--- src/rtl/jwfq_pkg.sv ---
// jwfq_pkg: shared types, codes and constants of the job watchdog and fault quarantine unit
// used by the channel interfaces, the front end, the back end and the top level
package jwfq_pkg;

   // field widths
   localparam int CMD_WIDTH       = 3;
   localparam int CLIENT_WIDTH    = 32;
   localparam int FAULT_WIDTH     = 16;
   localparam int TICK_WIDTH      = 32;
   localparam int RESET_CNT_WIDTH = 32;

   // client table depth default
   localparam int TABLE_DEPTH_DEFAULT = 16;

   // configuration port
   localparam int CSR_INDEX_WIDTH = 1;
   localparam int CSR_DATA_WIDTH  = 32;
   localparam logic [CSR_INDEX_WIDTH-1:0] CSR_JOB_TIMEOUT      = 1'd0;
   localparam logic [CSR_INDEX_WIDTH-1:0] CSR_QUARANTINE_LEVEL = 1'd1;
   localparam logic [TICK_WIDTH-1:0]  TIMEOUT_RESET   = 32'd30;
   localparam logic [FAULT_WIDTH-1:0] THRESHOLD_RESET = 16'd3;

   // command codes on the request channel
   localparam logic [CMD_WIDTH-1:0] CMD_TICK     = 3'd0;
   localparam logic [CMD_WIDTH-1:0] CMD_START    = 3'd1;
   localparam logic [CMD_WIDTH-1:0] CMD_COMPLETE = 3'd2;
   localparam logic [CMD_WIDTH-1:0] CMD_FAIL     = 3'd3;
   localparam logic [CMD_WIDTH-1:0] CMD_CLEAR    = 3'd4;
   localparam logic [CMD_WIDTH-1:0] CMD_QUERY    = 3'd5;

   // queue between front and back
   localparam int QUEUE_DEPTH = 2;
   localparam int QPTR_WIDTH  = 1;
   localparam int QCNT_WIDTH  = 2;

   typedef enum logic [2:0] {
      OP_TICK,
      OP_START,
      OP_COMPLETE,
      OP_FAIL,
      OP_CLEAR,
      OP_QUERY
   } op_type;

   typedef enum logic [1:0] {
      ACT_NONE,
      ACT_FAULT,
      ACT_CLEAR
   } act_type;

   typedef enum logic [1:0] {
      ST_IDLE,
      ST_SCAN,
      ST_UPDATE,
      ST_RESULT
   } state_type;

   typedef struct packed {
      logic [CMD_WIDTH-1:0]    command;
      logic [CLIENT_WIDTH-1:0] client_id;
      logic                    health_available;
      logic                    health_needs_reset;
   } req_payload_type;

   typedef struct packed {
      logic                       is_quarantined;
      logic [FAULT_WIDTH-1:0]     client_faults;
      logic                       job_running;
      logic                       job_overdue;
      logic                       timeout_fired;
      logic                       newly_quarantined;
      logic                       fault_dropped;
      logic                       reset_edge;
      logic [RESET_CNT_WIDTH-1:0] reset_total;
   } rsp_payload_type;

   // classified item held in the queue
   typedef struct packed {
      op_type                  op;
      logic [CLIENT_WIDTH-1:0] client_id;
      logic                    health_available;
      logic                    health_needs_reset;
   } item_type;

   // one client table entry
   typedef struct packed {
      logic [CLIENT_WIDTH-1:0] client;
      logic [FAULT_WIDTH-1:0]  faults;
      logic                    quarantine;
   } entry_type;

endpackage

--- src/rtl/jwfq_channels.sv ---
// jwfq_req_if and jwfq_rsp_if: valid/ready channels of the request and response sides
// depends on jwfq_pkg for the payload types
interface jwfq_req_if;
   import jwfq_pkg::*;
   logic            valid;
   logic            ready;
   req_payload_type payload;
   modport source (output valid, output payload, input ready);
   modport sink (input valid, input payload, output ready);
endinterface

interface jwfq_rsp_if;
   import jwfq_pkg::*;
   logic            valid;
   logic            ready;
   rsp_payload_type payload;
   modport source (output valid, output payload, input ready);
   modport sink (input valid, input payload, output ready);
endinterface

--- src/rtl/job_watchdog_fault_quarantine_unit.sv ---
//  channel   dir  handshake         carries
//  req_chan  in   valid/ready       command, client_id, health_available, health_needs_reset
//  rsp_chan  out  valid/ready       client status, job status, fault and reset-edge flags
//  csr_*     in   write enable      job timeout (index 0), quarantine level (index 1)
//
//  an item with no fault or clear to apply walks the client entries in use once; a fault or a
//  clear walks them to find the entry, updates or adds it, then walks again to report on the
//  named client; each walk reads one table entry per cycle and stops at the first match
//  reset is synchronous and active high; the client table needs no clearing pass
//  a two-beat queue lets requests in while the back end works or its result waits
//
// job_watchdog_fault_quarantine_unit: top level with configuration registers
// depends on jwfq_pkg, jwfq_channels, jwfq_front and jwfq_back
module job_watchdog_fault_quarantine_unit #(
   parameter int TABLE_DEPTH = jwfq_pkg::TABLE_DEPTH_DEFAULT
) (
   input  logic                                  clock,
   input  logic                                  reset,
   jwfq_req_if.sink                              req_chan,
   jwfq_rsp_if.source                            rsp_chan,
   input  logic                                  csr_wr_en,
   input  logic [jwfq_pkg::CSR_INDEX_WIDTH-1:0]  csr_index,
   input  logic [jwfq_pkg::CSR_DATA_WIDTH-1:0]   csr_wr_data
);
   import jwfq_pkg::*;

   logic [TICK_WIDTH-1:0]  timeout_ff, timeout_in;
   logic [FAULT_WIDTH-1:0] threshold_ff, threshold_in;
   item_type               q_item;
   logic                   q_valid;
   logic                   q_pop;
   logic                   eng_busy;

   // configuration register writes
   always_comb begin
      timeout_in   = timeout_ff;
      threshold_in = threshold_ff;
      if (csr_wr_en) begin
         case (csr_index)
            CSR_JOB_TIMEOUT:      timeout_in   = TICK_WIDTH'(csr_wr_data);
            CSR_QUARANTINE_LEVEL: threshold_in = csr_wr_data[FAULT_WIDTH-1:0];
            default: begin
            end
         endcase
      end
   end

   always_ff @(posedge clock) begin
      if (reset) begin
         timeout_ff   <= TIMEOUT_RESET;
         threshold_ff <= THRESHOLD_RESET;
      end else begin
         timeout_ff   <= timeout_in;
         threshold_ff <= threshold_in;
      end
   end

   // front end: accept and classify
   jwfq_front u_front (
      .clock    (clock),
      .reset    (reset),
      .req_chan (req_chan),
      .q_item   (q_item),
      .q_valid  (q_valid),
      .q_pop    (q_pop)
   );

   // back end: watchdog, table walk, response
   jwfq_back #(
      .TABLE_DEPTH (TABLE_DEPTH)
   ) u_back (
      .clock         (clock),
      .reset         (reset),
      .q_item        (q_item),
      .q_valid       (q_valid),
      .q_pop         (q_pop),
      .cfg_timeout   (timeout_ff),
      .cfg_threshold (threshold_ff),
      .rsp_chan      (rsp_chan),
      .eng_busy      (eng_busy)
   );

   // back end only takes an item the queue holds
   assert property (@(posedge clock) disable iff (reset) q_pop |-> q_valid)
      else $error("item popped from an empty queue");

   // a beat accepted into an empty queue is offered to the back end next cycle
   assert property (@(posedge clock) disable iff (reset)
      (req_chan.valid && req_chan.ready && !q_valid) |=> q_valid)
      else $error("accepted beat did not reach the queue head");

   // a popped item starts the sequencer
   assert property (@(posedge clock) disable iff (reset) q_pop |=> eng_busy)
      else $error("popped item did not start work");

   // a result is only raised by a working sequencer
   assert property (@(posedge clock) disable iff (reset)
      $rose(rsp_chan.valid) |-> $past(eng_busy))
      else $error("response raised without an item in work");

endmodule

--- src/rtl/jwfq_front.sv ---
// jwfq_front: accepts request beats, classifies the command and queues the item
// depends on jwfq_pkg and jwfq_req_if
module jwfq_front (
   input  logic               clock,
   input  logic               reset,
   jwfq_req_if.sink           req_chan,
   output jwfq_pkg::item_type q_item,
   output logic               q_valid,
   input  logic               q_pop
);
   import jwfq_pkg::*;

   item_type               q_mem_ff [QUEUE_DEPTH];
   logic [QPTR_WIDTH-1:0]  wr_ptr_ff, wr_ptr_in;
   logic [QPTR_WIDTH-1:0]  rd_ptr_ff, rd_ptr_in;
   logic [QCNT_WIDTH-1:0]  count_ff, count_in;
   item_type               push_item;
   logic                   push;
   logic                   pop;

   // command classification
   always_comb begin
      push_item.client_id          = req_chan.payload.client_id;
      push_item.health_available   = req_chan.payload.health_available;
      push_item.health_needs_reset = req_chan.payload.health_needs_reset;
      unique case (req_chan.payload.command)
         CMD_TICK:     push_item.op = OP_TICK;
         CMD_START:    push_item.op = OP_START;
         CMD_COMPLETE: push_item.op = OP_COMPLETE;
         CMD_FAIL:     push_item.op = OP_FAIL;
         CMD_CLEAR:    push_item.op = OP_CLEAR;
         default:      push_item.op = OP_QUERY;
      endcase
   end

   // queue handshake
   assign req_chan.ready = (count_ff < QCNT_WIDTH'(QUEUE_DEPTH));
   assign push           = req_chan.valid && req_chan.ready;
   assign q_valid        = (count_ff != '0);
   assign pop            = q_pop && q_valid;
   assign q_item         = q_mem_ff[rd_ptr_ff];

   always_comb begin
      wr_ptr_in = wr_ptr_ff;
      rd_ptr_in = rd_ptr_ff;
      count_in  = count_ff;
      if (push) begin
         wr_ptr_in = QPTR_WIDTH'(wr_ptr_ff + 1'b1);
      end
      if (pop) begin
         rd_ptr_in = QPTR_WIDTH'(rd_ptr_ff + 1'b1);
      end
      if (push && !pop) begin
         count_in = QCNT_WIDTH'(count_ff + 1'b1);
      end else if (pop && !push) begin
         count_in = QCNT_WIDTH'(count_ff - 1'b1);
      end
   end

   // queue pointers
   always_ff @(posedge clock) begin
      if (reset) begin
         wr_ptr_ff <= '0;
         rd_ptr_ff <= '0;
         count_ff  <= '0;
      end else begin
         wr_ptr_ff <= wr_ptr_in;
         rd_ptr_ff <= rd_ptr_in;
         count_ff  <= count_in;
      end
   end

   // queue storage
   always_ff @(posedge clock) begin
      if (push) begin
         q_mem_ff[wr_ptr_ff] <= push_item;
      end
   end

endmodule

--- src/rtl/jwfq_back.sv ---
// jwfq_back: runs queued items: job watchdog, health edge counter, serial client table walk
// depends on jwfq_pkg and jwfq_rsp_if; holds the client table memory and the response register
module jwfq_back #(
   parameter int TABLE_DEPTH = jwfq_pkg::TABLE_DEPTH_DEFAULT
) (
   input  logic                               clock,
   input  logic                               reset,
   input  jwfq_pkg::item_type                 q_item,
   input  logic                               q_valid,
   output logic                               q_pop,
   input  logic [jwfq_pkg::TICK_WIDTH-1:0]    cfg_timeout,
   input  logic [jwfq_pkg::FAULT_WIDTH-1:0]   cfg_threshold,
   jwfq_rsp_if.source                         rsp_chan,
   output logic                               eng_busy
);
   import jwfq_pkg::*;

   localparam int IDX_WIDTH = (TABLE_DEPTH > 1) ? $clog2(TABLE_DEPTH) : 1;
   localparam int CNT_WIDTH = $clog2(TABLE_DEPTH + 1);

   // client table
   entry_type                  table_mem_ff [TABLE_DEPTH];
   entry_type                  rd_data_ff;
   logic                       rd_en;
   logic                       wr_en;
   logic [IDX_WIDTH-1:0]       wr_addr;
   entry_type                  wr_data;

   // control state
   state_type                  state_ff, state_in;
   act_type                    act_ff, act_in;
   logic                       report_ff, report_in;
   logic [CNT_WIDTH-1:0]       rd_idx_ff, rd_idx_in;
   logic                       cmp_vld_ff, cmp_vld_in;
   logic                       hit_ff, hit_in;
   logic [CNT_WIDTH-1:0]       used_ff, used_in;
   logic                       job_active_ff, job_active_in;
   logic [CLIENT_WIDTH-1:0]    job_client_ff, job_client_in;
   logic [TICK_WIDTH-1:0]      job_elapsed_ff, job_elapsed_in;
   logic                       reset_latched_ff, reset_latched_in;
   logic [RESET_CNT_WIDTH-1:0] reset_count_ff, reset_count_in;
   logic                       fired_ff, fired_in;
   logic                       newq_ff, newq_in;
   logic                       dropped_ff, dropped_in;
   logic                       edge_ff, edge_in;
   logic                       rsp_valid_ff, rsp_valid_in;

   // payload state
   logic [CLIENT_WIDTH-1:0]    item_client_ff, item_client_in;
   logic [CLIENT_WIDTH-1:0]    key_ff, key_in;
   logic [IDX_WIDTH-1:0]       cmp_idx_ff, cmp_idx_in;
   logic [IDX_WIDTH-1:0]       hit_idx_ff, hit_idx_in;
   entry_type                  hit_entry_ff, hit_entry_in;
   rsp_payload_type            rsp_data_ff, rsp_data_in;

   // helpers
   logic                       issue;
   logic                       match;
   logic [TICK_WIDTH-1:0]      elapsed_sat;
   logic [FAULT_WIDTH-1:0]     faults_sat;
   logic                       table_full;

   assign issue       = (rd_idx_ff < used_ff);
   assign match       = cmp_vld_ff && (rd_data_ff.client == key_ff);
   assign elapsed_sat = (job_elapsed_ff == '1) ? job_elapsed_ff
                                               : TICK_WIDTH'(job_elapsed_ff + 1'b1);
   assign faults_sat  = (hit_entry_ff.faults == '1) ? hit_entry_ff.faults
                                                    : FAULT_WIDTH'(hit_entry_ff.faults + 1'b1);
   assign table_full  = (used_ff >= CNT_WIDTH'(TABLE_DEPTH));

   // sequencer: next state and datapath
   always_comb begin
      state_in         = state_ff;
      act_in           = act_ff;
      report_in        = report_ff;
      rd_idx_in        = rd_idx_ff;
      cmp_vld_in       = cmp_vld_ff;
      hit_in           = hit_ff;
      used_in          = used_ff;
      job_active_in    = job_active_ff;
      job_client_in    = job_client_ff;
      job_elapsed_in   = job_elapsed_ff;
      reset_latched_in = reset_latched_ff;
      reset_count_in   = reset_count_ff;
      fired_in         = fired_ff;
      newq_in          = newq_ff;
      dropped_in       = dropped_ff;
      edge_in          = edge_ff;
      item_client_in   = item_client_ff;
      key_in           = key_ff;
      cmp_idx_in       = cmp_idx_ff;
      hit_idx_in       = hit_idx_ff;
      hit_entry_in     = hit_entry_ff;
      rsp_data_in      = rsp_data_ff;
      rsp_valid_in     = rsp_valid_ff;
      q_pop            = 1'b0;
      rd_en            = 1'b0;
      wr_en            = 1'b0;
      wr_addr          = hit_idx_ff;
      wr_data          = hit_entry_ff;

      // response taken
      if (rsp_valid_ff && rsp_chan.ready) begin
         rsp_valid_in = 1'b0;
      end

      unique case (state_ff)
         ST_IDLE: begin
            if (q_valid) begin
               q_pop          = 1'b1;
               item_client_in = q_item.client_id;
               key_in         = q_item.client_id;
               act_in         = ACT_NONE;
               fired_in       = 1'b0;
               newq_in        = 1'b0;
               dropped_in     = 1'b0;
               edge_in        = 1'b0;
               rd_idx_in      = '0;
               cmp_vld_in     = 1'b0;
               unique case (q_item.op)
                  OP_TICK: begin
                     // age the job, fault its client on timeout
                     if (job_active_ff) begin
                        job_elapsed_in = elapsed_sat;
                        if (elapsed_sat > cfg_timeout) begin
                           act_in        = ACT_FAULT;
                           key_in        = job_client_ff;
                           job_active_in = 1'b0;
                           fired_in      = 1'b1;
                        end
                     end
                     // reset-needed edge detect
                     if (q_item.health_available && q_item.health_needs_reset) begin
                        reset_latched_in = 1'b1;
                        if (!reset_latched_ff) begin
                           edge_in = 1'b1;
                           if (reset_count_ff != '1) begin
                              reset_count_in = RESET_CNT_WIDTH'(reset_count_ff + 1'b1);
                           end
                        end
                     end else begin
                        reset_latched_in = 1'b0;
                     end
                  end
                  OP_START: begin
                     job_client_in  = q_item.client_id;
                     job_active_in  = 1'b1;
                     job_elapsed_in = '0;
                  end
                  OP_COMPLETE: begin
                     job_active_in = 1'b0;
                  end
                  OP_FAIL: begin
                     job_active_in = 1'b0;
                     act_in        = ACT_FAULT;
                  end
                  OP_CLEAR: begin
                     act_in = ACT_CLEAR;
                  end
                  default: begin
                  end
               endcase
               report_in = (act_in == ACT_NONE);
               state_in  = ST_SCAN;
            end
         end
         ST_SCAN: begin
            // one table read per cycle, compared in the following cycle
            if (match || !issue) begin
               hit_in       = match;
               hit_idx_in   = cmp_idx_ff;
               hit_entry_in = rd_data_ff;
               state_in     = report_ff ? ST_RESULT : ST_UPDATE;
            end else begin
               rd_en      = 1'b1;
               cmp_vld_in = 1'b1;
               cmp_idx_in = rd_idx_ff[IDX_WIDTH-1:0];
               rd_idx_in  = CNT_WIDTH'(rd_idx_ff + 1'b1);
            end
         end
         ST_UPDATE: begin
            unique case (act_ff)
               ACT_FAULT: begin
                  if (hit_ff) begin
                     wr_en              = 1'b1;
                     wr_addr            = hit_idx_ff;
                     wr_data.client     = hit_entry_ff.client;
                     wr_data.faults     = faults_sat;
                     wr_data.quarantine = hit_entry_ff.quarantine
                                          || (faults_sat >= cfg_threshold);
                     newq_in = !hit_entry_ff.quarantine && (faults_sat >= cfg_threshold);
                  end else if (table_full) begin
                     dropped_in = 1'b1;
                  end else begin
                     // new entry with its first fault
                     wr_en              = 1'b1;
                     wr_addr            = used_ff[IDX_WIDTH-1:0];
                     wr_data.client     = key_ff;
                     wr_data.faults     = FAULT_WIDTH'(1);
                     wr_data.quarantine = (FAULT_WIDTH'(1) >= cfg_threshold);
                     newq_in            = (FAULT_WIDTH'(1) >= cfg_threshold);
                     used_in            = CNT_WIDTH'(used_ff + 1'b1);
                  end
               end
               ACT_CLEAR: begin
                  if (hit_ff) begin
                     wr_en              = 1'b1;
                     wr_addr            = hit_idx_ff;
                     wr_data.client     = hit_entry_ff.client;
                     wr_data.faults     = '0;
                     wr_data.quarantine = 1'b0;
                  end
               end
               default: begin
               end
            endcase
            // second walk reports on the named client
            key_in     = item_client_ff;
            report_in  = 1'b1;
            rd_idx_in  = '0;
            cmp_vld_in = 1'b0;
            state_in   = ST_SCAN;
         end
         ST_RESULT: begin
            if (!rsp_valid_ff || rsp_chan.ready) begin
               rsp_data_in.is_quarantined    = hit_ff && hit_entry_ff.quarantine;
               rsp_data_in.client_faults     = hit_ff ? hit_entry_ff.faults : '0;
               rsp_data_in.job_running       = job_active_ff;
               rsp_data_in.job_overdue       = job_active_ff && (job_elapsed_ff > cfg_timeout);
               rsp_data_in.timeout_fired     = fired_ff;
               rsp_data_in.newly_quarantined = newq_ff;
               rsp_data_in.fault_dropped     = dropped_ff;
               rsp_data_in.reset_edge        = edge_ff;
               rsp_data_in.reset_total       = reset_count_ff;
               rsp_valid_in                  = 1'b1;
               state_in                      = ST_IDLE;
            end
         end
         default: begin
            state_in = ST_IDLE;
         end
      endcase
   end

   // state register
   always_ff @(posedge clock) begin
      if (reset) begin
         state_ff <= ST_IDLE;
      end else begin
         state_ff <= state_in;
      end
   end

   // control registers
   always_ff @(posedge clock) begin
      if (reset) begin
         act_ff           <= ACT_NONE;
         report_ff        <= 1'b0;
         rd_idx_ff        <= '0;
         cmp_vld_ff       <= 1'b0;
         hit_ff           <= 1'b0;
         used_ff          <= '0;
         job_active_ff    <= 1'b0;
         job_client_ff    <= '0;
         job_elapsed_ff   <= '0;
         reset_latched_ff <= 1'b0;
         reset_count_ff   <= '0;
         fired_ff         <= 1'b0;
         newq_ff          <= 1'b0;
         dropped_ff       <= 1'b0;
         edge_ff          <= 1'b0;
         rsp_valid_ff     <= 1'b0;
      end else begin
         act_ff           <= act_in;
         report_ff        <= report_in;
         rd_idx_ff        <= rd_idx_in;
         cmp_vld_ff       <= cmp_vld_in;
         hit_ff           <= hit_in;
         used_ff          <= used_in;
         job_active_ff    <= job_active_in;
         job_client_ff    <= job_client_in;
         job_elapsed_ff   <= job_elapsed_in;
         reset_latched_ff <= reset_latched_in;
         reset_count_ff   <= reset_count_in;
         fired_ff         <= fired_in;
         newq_ff          <= newq_in;
         dropped_ff       <= dropped_in;
         edge_ff          <= edge_in;
         rsp_valid_ff     <= rsp_valid_in;
      end
   end

   // payload registers
   always_ff @(posedge clock) begin
      item_client_ff <= item_client_in;
      key_ff         <= key_in;
      cmp_idx_ff     <= cmp_idx_in;
      hit_idx_ff     <= hit_idx_in;
      hit_entry_ff   <= hit_entry_in;
      rsp_data_ff    <= rsp_data_in;
   end

   // client table memory, one write and one registered read port
   always_ff @(posedge clock) begin
      if (wr_en) begin
         table_mem_ff[wr_addr] <= wr_data;
      end
      if (rd_en) begin
         rd_data_ff <= table_mem_ff[rd_idx_ff[IDX_WIDTH-1:0]];
      end
   end

   assign rsp_chan.valid   = rsp_valid_ff;
   assign rsp_chan.payload = rsp_data_ff;
   assign eng_busy         = (state_ff != ST_IDLE);

endmodule

--- src/flat_wrapper.sv ---
// flat-port wrapper written by rule: the top's interface ports become plain ports
module job_watchdog_fault_quarantine_unit_flat import jwfq_pkg::*;
#(
   parameter int TABLE_DEPTH = jwfq_pkg::TABLE_DEPTH_DEFAULT
)
  (clock, reset, csr_wr_en, csr_index, csr_wr_data, req_chan_valid, req_chan_payload, req_chan_ready, rsp_chan_valid, rsp_chan_payload, rsp_chan_ready);
  jwfq_req_if req_chan_i ();
  jwfq_rsp_if rsp_chan_i ();
  input  logic clock;
  input  logic reset;
  input  logic csr_wr_en;
  input  logic [jwfq_pkg::CSR_INDEX_WIDTH-1:0] csr_index;
  input  logic [jwfq_pkg::CSR_DATA_WIDTH-1:0] csr_wr_data;
  input wire logic [$bits(req_chan_i.valid)-1:0] req_chan_valid;
  input wire logic [$bits(req_chan_i.payload)-1:0] req_chan_payload;
  output wire logic [$bits(req_chan_i.ready)-1:0] req_chan_ready;
  output wire logic [$bits(rsp_chan_i.valid)-1:0] rsp_chan_valid;
  output wire logic [$bits(rsp_chan_i.payload)-1:0] rsp_chan_payload;
  input wire logic [$bits(rsp_chan_i.ready)-1:0] rsp_chan_ready;
  assign req_chan_i.valid = req_chan_valid;
  assign req_chan_i.payload = req_chan_payload;
  assign req_chan_ready = req_chan_i.ready;
  assign rsp_chan_valid = rsp_chan_i.valid;
  assign rsp_chan_payload = rsp_chan_i.payload;
  assign rsp_chan_i.ready = rsp_chan_ready;
  job_watchdog_fault_quarantine_unit #(.TABLE_DEPTH(TABLE_DEPTH)) u_core (.clock(clock), .reset(reset), .req_chan(req_chan_i), .rsp_chan(rsp_chan_i), .csr_wr_en(csr_wr_en), .csr_index(csr_index), .csr_wr_data(csr_wr_data));
endmodule
--- config.mk ---
export PLATFORM = sky130hd
export DESIGN_NAME = job_watchdog_fault_quarantine_unit_flat
export DESIGN_NICKNAME = d
export VERILOG_FILES = /design/src/rtl/jwfq_pkg.sv /design/src/rtl/jwfq_channels.sv /design/src/rtl/job_watchdog_fault_quarantine_unit.sv /design/src/rtl/jwfq_front.sv /design/src/rtl/jwfq_back.sv /design/src/flat_wrapper.sv
export SDC_FILE = /design/constraint.sdc
export NUM_CORES = 2
export LEC_CHECK = 0
export BUFFER_PORTS_ARGS = -buffer_cell sky130_fd_sc_hd__buf_4
export CAP_MARGIN = 20
export CORE_ASPECT_RATIO = 1.1
export CORE_MARGIN = 1
export CORE_UTILIZATION = 40
export DETAILED_ROUTE_END_ITERATION = 10
export PLACE_DENSITY = 0.65
export SETUP_SLACK_MARGIN = 0.05
export SYNTH_ARGS = -nofsm -noshare
export SYNTH_HDL_FRONTEND = slang
export SYNTH_HIERARCHICAL = 1
export SYNTH_SLANG_ARGS = --single-unit
--- constraint.sdc ---
create_clock -name clock -period 10.22 [get_ports clock]
set_clock_uncertainty 0.05 [all_clocks]
set_input_delay 0.511 -clock clock [delete_from_list [all_inputs] [get_ports clock]]
set_output_delay 0.511 -clock clock [all_outputs]
set_load 0.02 [all_outputs]
==> metrics.cfg <==
[outcome]
status = completed

[final_layout]
layout-drive-gt1-share_pct = 20.9
antenna_cells = 0
postLayoutCellArea_um2 = 58400
area_growth_pct = 14.3
design.final.nets = 3388
nFillCells = 10700

[synthesis]
synth.ff_latch_count = 1256
netlist_area_before_placement_um2 = 51100
yosys-top-cells-count = sky130_fd_sc_hd__edfxtp_1, sky130_fd_sc_hd__mux4_2, sky130_fd_sc_hd__nand2_1, sky130_fd_sc_hd__dfxtp_1, sky130_fd_sc_hd__nor2_1
ys_dominant_reg_cell = sky130_fd_sc_hd__edfxtp_1
syn_nets = 3200
synth_cell_types = 75
avgSynthCellArea_um2 = 16.9
synthTopCellsByArea = sky130_fd_sc_hd__edfxtp_1, sky130_fd_sc_hd__mux4_2, sky130_fd_sc_hd__dfxtp_1
yosysWarnings = 6
syn_inst = 3032
synth.yosys.seq_area_share_pct = 70.4
synth_top_cell_by_area = sky130_fd_sc_hd__edfxtp_1
yosysMostFrequentCell = sky130_fd_sc_hd__edfxtp_1
synth_edf_count = 1083
synth_top_area_share_pct = 63.6
async_s_r_ff_share_synth_pct = 0

[drt]
route.detailed.vias_per_inst = 5.48
firstDrtPassIters = 7
detail-route-antenna-nets = 0
vias = 27300
wl_per_cell_um = 23.1
dr.first_iter.drc_count = 2361
drc = 0
drt-total-wl_mm = 115

[die]
initial_core_util_pct = 40.3
dieArea_um2 = 129000
core_um2 = 127000
chipWidth_um = 343
std_cell_rows = 137
die_h_um = 377
design.portCount = 132

[sta]
finalMaxSlewViolations = 0
worst_slew_pin_slew_ns = 1.18
fmax_ghz = 0.180
fin_tns_setup_ns = 0
final.period_utilization_pct = 54.3
finalHoldViolCount = 0
relSlewSlack_pct = 21.3
setup_viol_count_final = 0
fin_crit_period_ns = 5.55
hold_slack_ns = 0.0483
grt_setup_unrepaired = false

[min_path]
hold_depth = 3
worstHoldPathType = primary input to flop
holdPathEnd = u_core/timeout_ff[26]
worst_hold_startpoint = csr_wr_data[26]

[pwr]
cell_internal_pwr_mw = 9.07
seqPwrFrac_pct = 53.4
maximum_vdd_drop_mv = 0.128
clkPwrFrac_pct = 36.4
cellPowerDensity_nw_per_um2 = 206
p_sw_mw = 2.97
switching_share_pct = 24.6
static-leakage-power_nw = 18.9
power.total_mw = 12.0
combPwrFrac_pct = 10.3

[grt]
grt_overflow_total = 0
globalRouteTotalUtil_pct = 17.8
grt_pass1_wl_mm = 172
vias_in_the_first_global_route = 27000
grt_max_degree = 114
antenna_found_initial = 1

[place]
placedInstanceArea_um2 = 54200
globalplace.congestion = 0.864
hpwl_detailed_mm = 64.6
buffer_ports.inserted = 131

[critical_path]
cp_max_fo = 35
regToRegSetupSlack_ns = 4.67
timing.critical_path.arrival_ns = 5.92
crit-reg2reg-capture = u_core/u_back/key_ff[7]
ff2ff_path_depth = 17
cp_data_required_time_ns = 10.59
crit_type = flop to flop
setup.worst_path.start_class = flop
critPathCaptureType = flop
crit-reg2reg-launch = u_core/u_back/job_elapsed_ff[1]

[clock_network]
tritoncts = done
cts_root_buf = sky130_fd_sc_hd__clkbuf_16
tritoncts.num_buffers = 113
clockBufferDepth = 3
insertion_delay_ns = 0.72
total_clock_sinks = 1256
cts.reportedPaths.clkPinSlew_ns = 0.06
level_count_of_the_clock_h_tree = 3

[job]
cap_viol_max_count = 0

sequential cells by signal, indices dropped and copies added, names as in the netlist, 5 cells and up, named ones only:
name	flops
u_core/u_back/rd_idx_ff	5
u_core/u_back/job_elapsed_ff	32
u_core/u_back/rd_data_ff	49
u_core/u_back/table_mem_ff	784
u_core/u_back/job_client_ff	32
u_core/u_back/rsp_chan.payload	55
u_core/u_front/q_mem_ff	74
u_core/u_back/reset_count_ff	32
u_core/timeout_ff	32
u_core/u_back/item_client_ff	32
u_core/u_back/hit_entry_ff	49
u_core/u_back/used_ff	5
u_core/u_back/key_ff	32
u_core/threshold_ff	16
layer usage:
| metal | vias up | track usage [%] | wire (um) |
|---|---|---|---|
| li1 | 12300 | - | - |
| met1 | 14000 | 24.4 | 49000 |
| met2 | 859 | 29.3 | 56200 |
| met3 | 145 | 2.51 | 7320 |
| met4 | 2 | 5.30 | 2460 |
| met5 | - | 0 | 20 |
power groups by stage:
| stage | combinational (mW) | clock [mW] | sequential, mW |
|---|---|---|---|
| 6_report | 1.23 | 4.38 | 6.43 |
| 5_1_grt | 1.36 | 4.64 | 6.45 |
| 4_1_cts | 1.25 | 4.45 | 6.42 |
| 3_5_place_dp | 1.24 | 0 | 6.52 |
| 3_3_place_gp | 1.20 | 0 | 6.52 |
| 2_1_floorplan | 0.778 | 0 | 6.42 |
layout by cell type (no fill, tap or decap), drive strengths merged, types with 5 or more instances in the layout:
cell type	count
clkinvlp	5
nand4	42
nor2b	12
a31oi	18
nand3	49
xor2	49
or4	7
edfxtp	1083
o31ai	13
mux2i	61
and4	10
or3	21
o21a	10
a21o	17
ha	93
o211ai	6
nand2	182
dlygate4sd3	35
bufinv	14
and3	17
nor3	40
inv	89
a22o	39
mux2	38
nor4	27
and2	19
nand4bb	16
clkinv	44
mux4	245
nor2	119
nand2b	58
buf	186
o21ai	117
a21oi	117
xnor2	55
clkbuf	147
dfxtp	173
area by class of cell:
type	instances	area [um2]	area share (%)
Clock inverter	65	719	1.23
Timing Repair Buffer	221	1780	3.05
Inverter	87	327	0.559
Clock buffer	147	3140	5.38
Multi-Input combinational cell	1541	14400	24.6
Tap cell	1668	2090	3.57
Sequential cell	1256	36000	61.6
stage by stage:
stage	setup WS (ns)	instances	utilization, %
2_1_floorplan	5.47	3032	-
3_5_place_dp	4.68	4737	42.7
5_1_grt	4.34	4985	46.0
6_report	4.67	4985	46.0
3_3_place_gp	4.82	4735	42.7
4_1_cts	4.68	4984	46.0
worst max-delay path by stage:
stage / start / end / slack (ns) / cells after the start
after floorplan: u_core/u_back/key_ff[3] / u_core/u_back/state_ff[0] / 5.47 / 6
after global placement: u_core/u_back/job_elapsed_ff[1] / u_core/u_back/key_ff[6] / 4.82 / 17
after detailed placement: u_core/u_back/job_elapsed_ff[1] / u_core/u_back/key_ff[21] / 4.68 / 17
after CTS: u_core/u_back/job_elapsed_ff[1] / u_core/u_back/key_ff[21] / 4.68 / 17
after global routing: u_core/u_back/job_elapsed_ff[1] / u_core/u_back/key_ff[6] / 4.34 / 17
final: u_core/u_back/job_elapsed_ff[1] / u_core/u_back/key_ff[7] / 4.67 / 17
worst max-delay path: stages (launching register included):
cell	delay, ns
sky130_fd_sc_hd__dfxtp_1	0.43
sky130_fd_sc_hd__ha_1	0.34
sky130_fd_sc_hd__inv_1	0.08
sky130_fd_sc_hd__or3_1	0.51
sky130_fd_sc_hd__nor4_4	0.58
sky130_fd_sc_hd__nor4_2	0.10
sky130_fd_sc_hd__buf_4	0.21
sky130_fd_sc_hd__and3_1	0.22
sky130_fd_sc_hd__xor2_1	0.15
sky130_fd_sc_hd__ha_1	0.32
sky130_fd_sc_hd__nand4_1	0.13
sky130_fd_sc_hd__nor4_1	0.75
sky130_fd_sc_hd__a21o_1	0.22
sky130_fd_sc_hd__a21oi_1	0.06
sky130_fd_sc_hd__a31oi_4	0.15
sky130_fd_sc_hd__buf_4	0.53
sky130_fd_sc_hd__mux2i_1	0.25
sky130_fd_sc_hd__o21ai_0	0.10
cell families after synthesis:
group	Yosys count	synth area share (%)
DFF	1256	70.4
and+or+nand+nor	632	6.41
buffers and inverters	235	1.87
adders and majority gates	93	2.28
muxes	344	12.8
AOI/OAI and AO/OA	368	4.43
xor gates and xnor gates	104	1.78
timing repair:
item                      in CTS  in global routing
resized for setup              0                  0
hold endpoints to repair      70                  0
setup buffers                  0                  0
hold buffers                  35                  0
No activity file was read; power rests on OpenSTA's default activity.
